### src/sv/trvm_pkg.sv
// Shared constants, types and decode helpers for the tiny register machine.
package trvm_pkg;

  // Storage sizes (program store depth must be a power of two, 16 to 256)
  localparam int MEM_DEPTH = 256;
  localparam int MEM_AW    = $clog2(MEM_DEPTH);
  localparam int NUM_REGS  = 4;
  localparam int REG_WIDTH = 32;
  localparam int REG_IDX_W = 2;
  localparam int OUT_W     = 32;

  // Opcodes
  localparam logic [7:0] OP_LOAD = 8'h01;
  localparam logic [7:0] OP_ADD  = 8'h02;
  localparam logic [7:0] OP_SUB  = 8'h03;
  localparam logic [7:0] OP_MOV  = 8'h04;
  localparam logic [7:0] OP_JMP  = 8'h05;
  localparam logic [7:0] OP_JZ   = 8'h06;
  localparam logic [7:0] OP_HALT = 8'hFF;

  // Result status codes
  localparam logic [2:0] ST_EXEC    = 3'd0;
  localparam logic [2:0] ST_HALTED  = 3'd1;
  localparam logic [2:0] ST_BAD_OP  = 3'd2;
  localparam logic [2:0] ST_NOT_RUN = 3'd3;
  localparam logic [2:0] ST_WRITTEN = 3'd4;

  // Command codes of the input word
  localparam logic CMD_WRITE = 1'b0;
  localparam logic CMD_EXEC  = 1'b1;

  typedef enum logic [2:0] {
    S_IDLE,
    S_OP,
    S_OPA,
    S_OPB,
    S_DONE
  } state_t;

  typedef enum logic [1:0] {
    K_HALT,
    K_BAD,
    K_ONE,
    K_TWO
  } op_kind_t;

  // Controller to datapath
  typedef struct packed {
    logic       mem_wr;
    logic       fetch;
    logic       lat_op;
    logic       lat_a;
    logic       exec_jmp;
    logic       exec_b;
    logic       halt;
    logic       set_status;
    logic [2:0] status;
    logic       clr_step;
    logic       out_load;
  } trvm_cmd_t;

  // Datapath to controller
  typedef struct packed {
    logic     run;
    op_kind_t kind_rd;
    op_kind_t kind_q;
  } trvm_stat_t;

  // Classify an opcode by how many operand bytes follow it
  function automatic op_kind_t op_kind(input logic [7:0] op);
    op_kind_t k;
    case (op)
      OP_LOAD, OP_ADD, OP_SUB, OP_MOV, OP_JZ: k = K_TWO;
      OP_JMP:                                  k = K_ONE;
      OP_HALT:                                 k = K_HALT;
      default:                                 k = K_BAD;
    endcase
    return k;
  endfunction

endpackage

### src/sv/trvm_dpath.sv
// Datapath: program store, register file, pc, run flag and result register.
module trvm_dpath import trvm_pkg::*; (
  input  logic                    clk,
  input  logic                    rst,
  input  trvm_cmd_t               cmd,
  output trvm_stat_t              stat,
  input  logic [7:0]              mem_address,
  input  logic [7:0]              mem_data,
  output logic [2:0]              status,
  output logic [7:0]              pc_now,
  output logic [7:0]              opcode_seen,
  output logic                    jump_taken,
  output logic signed [OUT_W-1:0] reg_zero,
  output logic signed [OUT_W-1:0] reg_one,
  output logic signed [OUT_W-1:0] reg_two,
  output logic signed [OUT_W-1:0] reg_three
);

  logic [7:0]           mem [MEM_DEPTH];
  logic [MEM_DEPTH-1:0] mem_vld;
  logic [7:0]           rd_data;
  logic                 rd_vld;
  logic [7:0]           rd_byte;

  logic [REG_WIDTH-1:0] rf [NUM_REGS];
  logic [7:0]           pc;
  logic                 run;
  logic [7:0]           op_q;
  logic [7:0]           a_q;
  logic                 jump_q;
  logic [2:0]           status_q;

  logic [REG_WIDTH-1:0] va;
  logic [REG_WIDTH-1:0] vb;
  logic [REG_WIDTH-1:0] wval;
  logic                 wen;
  logic                 jz_take;
  logic [REG_WIDTH-1:0] rout [4];

  // Program store: one access per cycle, registered read
  always_ff @(posedge clk) begin
    if (cmd.mem_wr) begin
      mem[mem_address[MEM_AW-1:0]] <= mem_data;
    end
    if (cmd.fetch) begin
      rd_data <= mem[pc[MEM_AW-1:0]];
    end
  end

  // Written marks: an unwritten byte reads as zero
  always_ff @(posedge clk) begin
    if (rst) begin
      mem_vld <= '0;
      rd_vld  <= 1'b0;
    end else begin
      if (cmd.mem_wr) begin
        mem_vld[mem_address[MEM_AW-1:0]] <= 1'b1;
      end
      if (cmd.fetch) begin
        rd_vld <= mem_vld[pc[MEM_AW-1:0]];
      end
    end
  end

  assign rd_byte = rd_vld ? rd_data : 8'h00;

  // Operand reads; the register index is the low two bits of the operand byte
  always_comb begin
    va = '0;
    vb = '0;
    for (int i = 0; i < NUM_REGS; i++) begin
      if (a_q[REG_IDX_W-1:0] == REG_IDX_W'(i)) va = rf[i];
      if (rd_byte[REG_IDX_W-1:0] == REG_IDX_W'(i)) vb = rf[i];
    end
  end

  // Execute the two-operand instruction with the second operand on the read port
  always_comb begin
    wen  = 1'b0;
    wval = '0;
    case (op_q)
      OP_LOAD: begin
        wen  = 1'b1;
        wval = REG_WIDTH'(rd_byte);
      end
      OP_ADD: begin
        wen  = 1'b1;
        wval = va + vb;
      end
      OP_SUB: begin
        wen  = 1'b1;
        wval = va - vb;
      end
      OP_MOV: begin
        wen  = 1'b1;
        wval = vb;
      end
      default: begin
        wen  = 1'b0;
        wval = '0;
      end
    endcase
  end

  assign jz_take = (op_q == OP_JZ) && (va == '0);

  // Register file
  always_ff @(posedge clk) begin
    if (rst) begin
      for (int i = 0; i < NUM_REGS; i++) rf[i] <= '0;
    end else if (cmd.exec_b && wen) begin
      for (int i = 0; i < NUM_REGS; i++) begin
        if (a_q[REG_IDX_W-1:0] == REG_IDX_W'(i)) rf[i] <= wval;
      end
    end
  end

  // Program counter and run flag
  always_ff @(posedge clk) begin
    if (rst) begin
      pc  <= 8'h00;
      run <= 1'b1;
    end else begin
      if (cmd.fetch) begin
        pc <= pc + 8'd1;
      end else if (cmd.exec_jmp || (cmd.exec_b && jz_take)) begin
        pc <= rd_byte;
      end
      if (cmd.halt) begin
        run <= 1'b0;
      end
    end
  end

  // Per-instruction step registers
  always_ff @(posedge clk) begin
    if (rst) begin
      op_q     <= 8'h00;
      a_q      <= 8'h00;
      jump_q   <= 1'b0;
      status_q <= ST_EXEC;
    end else begin
      if (cmd.clr_step) begin
        op_q   <= 8'h00;
        jump_q <= 1'b0;
      end else begin
        if (cmd.lat_op) op_q <= rd_byte;
        if (cmd.exec_jmp || (cmd.exec_b && jz_take)) jump_q <= 1'b1;
      end
      if (cmd.lat_a) a_q <= rd_byte;
      if (cmd.set_status) status_q <= cmd.status;
    end
  end

  // Register view for the result: a slot past the register count reads zero
  always_comb begin
    for (int i = 0; i < 4; i++) begin
      rout[i] = '0;
      for (int j = 0; j < NUM_REGS; j++) begin
        if (i == j) rout[i] = rf[j];
      end
    end
  end

  // Result word register: registers are sign-extended or cut to the output width
  always_ff @(posedge clk) begin
    if (cmd.out_load) begin
      status      <= status_q;
      pc_now      <= pc;
      opcode_seen <= op_q;
      jump_taken  <= jump_q;
      reg_zero    <= OUT_W'(signed'(rout[0]));
      reg_one     <= OUT_W'(signed'(rout[1]));
      reg_two     <= OUT_W'(signed'(rout[2]));
      reg_three   <= OUT_W'(signed'(rout[3]));
    end
  end

  assign stat.run     = run;
  assign stat.kind_rd = op_kind(rd_byte);
  assign stat.kind_q  = op_kind(op_q);

  // Single-port store: never write and fetch in one cycle
  a_one_port: assert property (@(posedge clk) disable iff (rst) !(cmd.mem_wr && cmd.fetch))
    else $error("program store written and read in the same cycle");

  // Once stopped, only reset restarts the machine
  a_run_no_rise: assert property (@(posedge clk) disable iff (rst) !run |=> !run)
    else $error("run flag set without reset");

  // The pc moves only on a fetch or a jump
  a_pc_hold: assert property (@(posedge clk) disable iff (rst)
      !cmd.fetch && !cmd.exec_jmp && !cmd.exec_b |=> $stable(pc))
    else $error("pc changed without fetch or jump");

endmodule

### src/sv/trvm_ctrl.sv
// Controller: sequences fetch and execute steps and the output handshake.
module trvm_ctrl import trvm_pkg::*; (
  input  logic       clk,
  input  logic       rst,
  input  logic       in_valid,
  output logic       in_stall,
  input  logic       command,
  output logic       out_valid,
  input  logic       out_stall,
  input  trvm_stat_t stat,
  output trvm_cmd_t  cmd
);

  state_t state;
  state_t state_next;
  logic   accept;
  logic   out_free;

  assign in_stall = (state != S_IDLE);
  assign accept   = in_valid && !in_stall;
  assign out_free = !out_valid || !out_stall;

  // Next state
  always_comb begin
    state_next = state;
    case (state)
      S_IDLE: begin
        if (accept) begin
          if (command == CMD_EXEC && stat.run) state_next = S_OP;
          else                                 state_next = S_DONE;
        end
      end
      S_OP: begin
        if (stat.kind_rd == K_ONE || stat.kind_rd == K_TWO) state_next = S_OPA;
        else                                                 state_next = S_DONE;
      end
      S_OPA: begin
        if (stat.kind_q == K_TWO) state_next = S_OPB;
        else                      state_next = S_DONE;
      end
      S_OPB: state_next = S_DONE;
      S_DONE: begin
        if (out_free) state_next = S_IDLE;
      end
      default: state_next = S_IDLE;
    endcase
  end

  // Datapath commands
  always_comb begin
    cmd = '0;
    case (state)
      S_IDLE: begin
        if (accept) begin
          cmd.clr_step   = 1'b1;
          cmd.set_status = 1'b1;
          if (command == CMD_WRITE) begin
            cmd.mem_wr = 1'b1;
            cmd.status = ST_WRITTEN;
          end else if (!stat.run) begin
            cmd.status = ST_NOT_RUN;
          end else begin
            cmd.fetch  = 1'b1;
            cmd.status = ST_EXEC;
          end
        end
      end
      S_OP: begin
        cmd.lat_op = 1'b1;
        if (stat.kind_rd == K_ONE || stat.kind_rd == K_TWO) begin
          cmd.fetch = 1'b1;
        end else begin
          cmd.halt       = 1'b1;
          cmd.set_status = 1'b1;
          cmd.status     = (stat.kind_rd == K_HALT) ? ST_HALTED : ST_BAD_OP;
        end
      end
      S_OPA: begin
        cmd.lat_a = 1'b1;
        if (stat.kind_q == K_TWO) cmd.fetch    = 1'b1;
        else                      cmd.exec_jmp = 1'b1;
      end
      S_OPB: cmd.exec_b = 1'b1;
      S_DONE: cmd.out_load = out_free;
      default: cmd = '0;
    endcase
  end

  // State register
  always_ff @(posedge clk) begin
    if (rst) begin
      state <= S_IDLE;
    end else begin
      state <= state_next;
    end
  end

  // Output valid: set on load, drop when the word is taken
  always_ff @(posedge clk) begin
    if (rst) begin
      out_valid <= 1'b0;
    end else if (cmd.out_load) begin
      out_valid <= 1'b1;
    end else if (!out_stall) begin
      out_valid <= 1'b0;
    end
  end

  // A result is loaded only into a free output register
  a_load_free: assert property (@(posedge clk) disable iff (rst)
      cmd.out_load |-> (!out_valid || !out_stall))
    else $error("result loaded over a stalled word");

  // An execute while running always starts with the opcode step
  a_exec_start: assert property (@(posedge clk) disable iff (rst)
      accept && command == CMD_EXEC && stat.run |=> state == S_OP)
    else $error("execute did not start with opcode step");

  // No fetch or store write while a result waits for the output register
  a_done_quiet: assert property (@(posedge clk) disable iff (rst)
      state == S_DONE |-> !cmd.fetch && !cmd.mem_wr)
    else $error("store access while finishing an item");

endmodule

### src/sv/tiny_register_vm_core.sv
// Top level of the tiny register machine: controller plus datapath.
//
//  channel | handshake          | payload
//  --------+--------------------+-------------------------------------------------
//  in      | in_valid/in_stall  | command, mem_address, mem_data
//  out     | out_valid/out_stall| status, pc_now, opcode_seen, jump_taken, reg_*
//
// Steps per item up to the result load: byte write or execute while stopped go
// to the done step; HALT or unknown opcode end after the opcode step, JMP after
// operand one, two-operand instructions after operand two. The single-port
// program store, read one byte per cycle with registered data, sets the steps.
// Reset (rst, synchronous) clears the pc, registers and store marks at once and
// sets the machine running. A stalled output holds the finished item; no new
// item is taken until its result has moved into the output register.
module tiny_register_vm_core import trvm_pkg::*; (
  input  logic                    clk,
  input  logic                    rst,
  input  logic                    in_valid,
  output logic                    in_stall,
  input  logic                    command,
  input  logic [7:0]              mem_address,
  input  logic [7:0]              mem_data,
  output logic                    out_valid,
  input  logic                    out_stall,
  output logic [2:0]              status,
  output logic [7:0]              pc_now,
  output logic [7:0]              opcode_seen,
  output logic                    jump_taken,
  output logic signed [OUT_W-1:0] reg_zero,
  output logic signed [OUT_W-1:0] reg_one,
  output logic signed [OUT_W-1:0] reg_two,
  output logic signed [OUT_W-1:0] reg_three
);

  trvm_cmd_t  cmd;
  trvm_stat_t stat;

  trvm_ctrl u_ctrl (
    .clk       (clk),
    .rst       (rst),
    .in_valid  (in_valid),
    .in_stall  (in_stall),
    .command   (command),
    .out_valid (out_valid),
    .out_stall (out_stall),
    .stat      (stat),
    .cmd       (cmd)
  );

  trvm_dpath u_dpath (
    .clk         (clk),
    .rst         (rst),
    .cmd         (cmd),
    .stat        (stat),
    .mem_address (mem_address),
    .mem_data    (mem_data),
    .status      (status),
    .pc_now      (pc_now),
    .opcode_seen (opcode_seen),
    .jump_taken  (jump_taken),
    .reg_zero    (reg_zero),
    .reg_one     (reg_one),
    .reg_two     (reg_two),
    .reg_three   (reg_three)
  );

endmodule
### config.mk
export PLATFORM = sky130hd
export DESIGN_NAME = tiny_register_vm_core
export DESIGN_NICKNAME = d
export VERILOG_FILES = /design/src/sv/trvm_pkg.sv /design/src/sv/trvm_dpath.sv /design/src/sv/trvm_ctrl.sv /design/src/sv/tiny_register_vm_core.sv
export SDC_FILE = /design/constraint.sdc
export NUM_CORES = 2
export LEC_CHECK = 0
export BUFFER_PORTS_ARGS = -buffer_cell sky130_fd_sc_hd__buf_2
export CORE_ASPECT_RATIO = 1.1
export CORE_MARGIN = 8
export CORE_UTILIZATION = 45
export DETAILED_ROUTE_END_ITERATION = 8
export GPL_ROUTABILITY_DRIVEN = 0
export PLACE_DENSITY_LB_ADDON = 0.1
export RECOVER_POWER = 100
export REMOVE_ABC_BUFFERS = 1
export SYNTH_ARGS = -nofsm -noshare
export SYNTH_HDL_FRONTEND = slang
export SYNTH_SLANG_ARGS = --single-unit
### constraint.sdc
create_clock -name clk -period 11.5 [get_ports clk]
set_input_delay 1.725 -clock clk [delete_from_list [all_inputs] [get_ports clk]]
set_output_delay 1.725 -clock clk [all_outputs]
set_load 0.01 [all_outputs]
### Word-level counts from Yosys, hierarchy flattened

Memory sizes are Yosys's and may differ from the RTL's. A register that Yosys moved wholly into a read port is not among the register bits.
Cells that the tools add are included.
Widths: inputs -> output; s select.

| operators by class | value |
|---|---|
| add/subtract/negate cells | 3 |
| multipliers | 0 |
| div/mod/pow operators | 0 |
| magnitude comparators | 3 |
| equality and inequality tests | 30 |
| shifts and indexed selects | 0 |
| muxes and demuxes | 72 |
| bitwise operators | 5 |
| reduce and logical (&&, ||, !) cells | 24 |

Operators with widths:

| kind | count |
|---|---|
| $mux 32 | 12 |
| $or 256x256->256 | 1 |
| $pmux 32 s4 | 1 |
| $eq 8x3->1 const B | 6 |
| $mux 1 | 37 |
| $add 32x32->32 | 1 |
| $eq 8x2->1 const B | 4 |
| $logic_not 32->1 | 1 |
| $sub 32x32->32 | 1 |
| $mux 8 | 3 |
| $lt 8x9->1 const B | 2 |
| $mux 3 | 6 |
| $eq 8x1->1 const B | 2 |
| $eq 8x8->1 const B | 2 |
| $pmux 3 s5 | 1 |
| $eq 2x2->1 const B | 7 |
| $pmux 2 s3 | 2 |
| $mux 5 | 2 |
| $reduce_or 5->1 | 2 |
| $add 8x1->8 const B | 1 |
| $bmux 1 s8 | 1 |
| $demux 1 s8 | 1 |
| $ge 8x1->1 const B | 1 |
| $mux 2 | 4 |
| other kinds (18) | 36 |

| storage, ports and cells | value |
|---|---|
| register bits | 432 |
| latch bits | 0 |
| memory bits (writable) | 2176 |
| bits in read-only memories | 0 |
| input port bits | 21 |
| word-level logic and storage cells | 157 |
| memories | 2 |

Memories:

| name | depth | bits a word | rd ports | clocked after memory_dff | write ports | RTL line | text |
|---|---|---|---|---|---|---|---|
| u_dpath.mem | 256 | 8 | 1 | 1 | 1 | trvm_dpath.sv:19 | `logic [7:0] mem [MEM_DEPTH];` |
| u_dpath.rf | 4 | 32 | 4 | 0 | 4 | trvm_dpath.sv:25 | `logic [REG_WIDTH-1:0] rf [NUM_REGS];` |

### Depth between registers and ports, before layout

| depth | value |
|---|---|
| word-level depth | 11 |
| depth in mapped cells | 25 |
| depth with buffers taken out | 20 |

### By module

Synthesis repeated with hierarchy kept, for this count alone.

| unflattened totals | value |
|---|---|
| cells, all modules | 5338 |
| area total of the unflattened synthesis | 103309.1 sq um |

Modules (own cells, without submodules):

| module | times used | cells each | area each (sq um) |
|---|---|---|---|
| trvm_dpath | 1 | 5295 | 103005.0 |
| trvm_ctrl | 1 | 43 | 304.0 |

### Least setup slack after synthesis

OpenSTA, ideal clock, no wires.

| timing | value |
|---|---|
| kind | input-to-reg |
| start point | in out_stall |
| end point | reg u_dpath.jump_taken (enable) |
| library setup time | 704 ps |
| data arrival time | 8861 ps |
| slack | 1935 ps |
| stages on the path | 1 |
| buffers on the path | 0 |
| path through | a21oi_1 |

| on the way | value |
|---|---|
| cells in the longest elaborated chain, start to end | 3 |

Ends and longest elaborated chain:

| element | RTL line | text |
|---|---|---|
| start: declaration | tiny_register_vm_core.sv:24 | `input logic out_stall,` |
| $logic_not 1->1 | trvm_ctrl.sv:21 | `assign out_free = !out_valid \|\| !out_stall;` |
| $logic_or 1x1->1 | trvm_ctrl.sv:21 |  |
| $mux 1 | trvm_ctrl.sv:52 | `case (state)` |
| end signal: assignment | trvm_dpath.sv:171 | `jump_taken <= jump_q;` |
| end: declaration | trvm_dpath.sv:12 | `output logic jump_taken,` |

Every way passes these cells.
A chain may end at the register's enable or synchronous reset.

### Worst setup path after layout

| timing | value |
|---|---|
| start point | in mem_data[2] |
| end point | mem u_dpath.mem[159][2] (data pin) |

RTL lines:

| element | RTL line | text |
|---|---|---|
| start: declaration | tiny_register_vm_core.sv:22 | `input logic [7:0] mem_data,` |
| end: declaration | trvm_dpath.sv:19 |  |

Straight into the memory's write port.

==> impl_results.md <==
* CTS tree: built
* Final WS setup at 3.04 ns
* Setup Viol. Count Final at 0
* Worst path top cell family by delay: buffers and inverters
* Worst reg2reg path depth at 21
* Synth Instances at 5342
* Die Area at 245000 µm²
* Post-DR wirelength/cell at 31.6 µm
* CTS sink count at 2616
* Nets at 5634
* Clock share of power at 0.438
* Cells along the critical path: clkbuf_1 -> clkbuf_1
* Crit path buffers/inverters at 2
* Crit end category: flop
* Min cycle time layout at 8.46 ns
* Commonest non-fill, non-tap cells in the layout: 2332 x edfxtp_1, 908 x nor2_1, 792 x mux4_2
* Core region area at 228000 µm²
* Final Cycle Share at 0.736
* Yosys reg bits at 2616
* R2R Path Start: u_dpath.rd_vld$_SDFFE_PP0P_
* Most common cell after layout, fill and taps aside: edfxtp_1
* Port bufs at 170
* Worst Path Required at 11.63 ns
* Post-DP Area at 108000 µm²
* Clk Latency, worst-skew pair at 0.94 ns
* Hold Crit Class: flop to flop
* CTS root buffer: clkbuf_16
* Worst-path fanout max at 100
* Detailed Route WL at 280000 µm
* Initial antenna violation count at 16
* Max_cap viols at 39
* Clock Pin Slew Worst Setup and Hold Paths at 0.06 ns
* CP Data Arrival Time at 8.60 ns
* Num rows at 184
* Num CTS Buffers at 287
* RR Endpoint: u_dpath.rf[3][30]$_SDFFCE_PN0P_
* Starting Density at 0.452
* Vias in the first global route at 52800
* Post-Layout Inst Area at 116000 µm²
* Hold endpoint: u_dpath.reg_three[31]$_DFFE_PP_
* Async S/R FF share, synth at 0
* Setup Buffers After CTS at 0
* Clock Skews at 0.0613 ns
* # resized after CTS at 0
* Worst path max stage delay at 3.58 ns
* Synth top area share at 0.679
* Avg Synthesized Cell Area at 19.3 µm²
* Pwr/cell area at 176 nW/µm²
* Comb power frac at 0.048
* Fillcell total at 18300
* Post-Syn Area at 103000 µm²
* Total congestion overflow at 0
* Most common cell on crit path: clkbuf_1
* Worst slack at placement at 4.93 ns
* Area occupied by multi-input gates at 26200 µm²
* Area Overhead vs Synth at 12.6%
* All-Layer GR Usage at 0.225
* RSZ-0062 raised after global routing: no
* Worst Hold Path Cells at 0
* DRC at 0
* Global-route wire length before repair at 399000 µm
* Status: finished, violations left
* CTS H-tree lvls at 5
* Peak supply drop at 0.171 mV
* Die Y at 518 µm
* Crit path launch type: input port
* Relative slew slack at -3.99
* Failing checks: max-capacitance violations, max-slew violations
* Dominant synthesized flop cell: edfxtp_1
* Hold buffers post-CTS at 0
* Sequential share of the synthesized area at 0.734
* Overall power at 20.4 mW
* Post-DP HPWL at 168000 µm
* Synth cell types at 79
* Slew @ Worst Pin at 7.49 ns
* Vias post-DR at 52600
* Fraction of layout cells with a size suffix above 1 at 0.230
* Detail Route Antenna Nets at 0
* Post-synth EDFFs at 2332
* Hold path start: u_dpath.rf[3][31]$_SDFFCE_PN0P_
* Yosys warns at 0
* Drt via density at 5.94
* Pint at 16.1 mW
* Die X at 473 µm
* Hold Fails Final Rpt at 0
* Maximum operating frequency at 0.118 GHz
* Critical path class: input port to flop
* P_sw at 4.30 mW
* Top post-synthesis cells by area: edfxtp_1 68%, mux4_2 17%, dfxtp_1 5.5%, nor2_1 3.3%, clkbuf_1 0.70%
* Crit-path slowest cell: clkbuf_1
* Initial DRT Pass Iterations at 6
* Flop2flop setup slack at 3.87 ns
* Switching Fraction at 0.211
* Seq pwr share at 0.514
* DRT iter0 DRCs at 5890
* Static Leak at 35.3 nW
* Storage cell area at 75700 µm²
* CTS Buffer Depth at 4
* Largest net degree at the start of global routing at 197
* IO Count at 171
* Largest area contributor in the netlist: edfxtp_1
* Final Max Slew Viols at 2488
## synth_stat cells (all sizes together) (27+ instances only)
cell type,count
buf,107
ha,33
a21oi,74
mux4,792
nand2,100
nor2,908
o21ba,30
xor2,28
inv,27
nand3,41
clkbuf,191
edfxtp,2332
o21ai,60
dfxtp,284
## state kept, by name, indices dropped and copies added (netlist names)
name and cells:
u_ctrl.out_valid 1, u_ctrl.state 3, u_dpath.a_q 2, u_dpath.jump_q 1
u_dpath.jump_taken 1, u_dpath.mem 2048, u_dpath.mem_vld 256, u_dpath.op_q 8
u_dpath.opcode_seen 8, u_dpath.pc 8, u_dpath.pc_now 8, u_dpath.rd_data 8
u_dpath.rd_vld 1, u_dpath.reg_one 32, u_dpath.reg_three 32, u_dpath.reg_two 32
u_dpath.reg_zero 32, u_dpath.rf 128, u_dpath.run 1, u_dpath.status 3
u_dpath.status_q 3
## kinds of logic (layout without fill, tap and decap cells)
kind of cell | after synthesis | count (layout) | synth area share
adders and majority gates | 34 | 34 | 0.00420
xor gates and xnor gates | 48 | 48 | 0.00421
and+or+nand+nor | 1176 | 1176 | 0.0470
DFF | 2616 | 2616 | 0.734
muxes | 814 | 814 | 0.175
buffers and inverters | 325 | 767 | 0.0133
other | 0 | 5 | 0
AOI/OAI and AO/OA | 329 | 329 | 0.0222
## layer usage
metal | part of all wire | routed length (µm) | up-vias | global-route usage
li1 | - | - | 22000 | -
met1 | 0.42 | 118000 | 28300 | 0.319
met4 | 0.024 | 6820 | 2 | 0.0574
met3 | 0.067 | 18800 | 369 | 0.0359
met2 | 0.49 | 137000 | 1942 | 0.367
met5 | 0.000025 | 7 | - | 0
## per-stage QoR
stage	setup TNS [ns]	utilization	hold slack, ns	instances
3_5_place_dp	0	0.471	0.453	8359
3_3_place_gp	0	0.471	0.443	8359
2_1_floorplan	-252.38	-	0.408	5044
5_1_grt	0	0.509	0.477	8854
4_1_cts	0	0.511	0.453	8853
6_report	0	0.509	0.458	8858
## cell type report
cell class | instances | area share
flip-flops and latches | 2616 | 0.652
multi-input cells | 2401 | 0.225
clock buffers | 394 | 0.0696
well taps | 3069 | 0.0331
repair buffers | 246 | 0.0105
clock inverters | 100 | 0.00829
inverters | 27 | 0.000873
diodes | 5 | 0.000108
## worst max path at each step
stage                     cells past startpoint                         endpoint                         from
after floorplan                               0      u_dpath.pc_now[0]$_DFFE_PP_   u_dpath.pc[0]$_SDFFE_PP0P_
after global placement                       18  u_dpath.rf[1][30]$_SDFFCE_PN0P_  u_dpath.rd_vld$_SDFFE_PP0P_
after detailed placement                     18  u_dpath.rf[0][30]$_SDFFCE_PN0P_  u_dpath.rd_vld$_SDFFE_PP0P_
after CTS                                    18  u_dpath.rf[0][30]$_SDFFCE_PN0P_  u_dpath.rd_vld$_SDFFE_PP0P_
after global routing                          2    u_dpath.mem[107][5]$_DFFE_PP_                  mem_data[5]
final                                         2    u_dpath.mem[159][2]$_DFFE_PP_                  mem_data[2]
## power by group through the flow
stage	Clock [mW]	Combinational, mW	Sequential (mW)
2_1_floorplan	0	0.892	10.8
3_3_place_gp	0	1.01	10.7
3_5_place_dp	0	1.01	10.7
4_1_cts	9.12	1.01	10.5
5_1_grt	9.47	1.03	10.5
6_report	8.94	0.972	10.5
(Power assumes the default switching activity.)
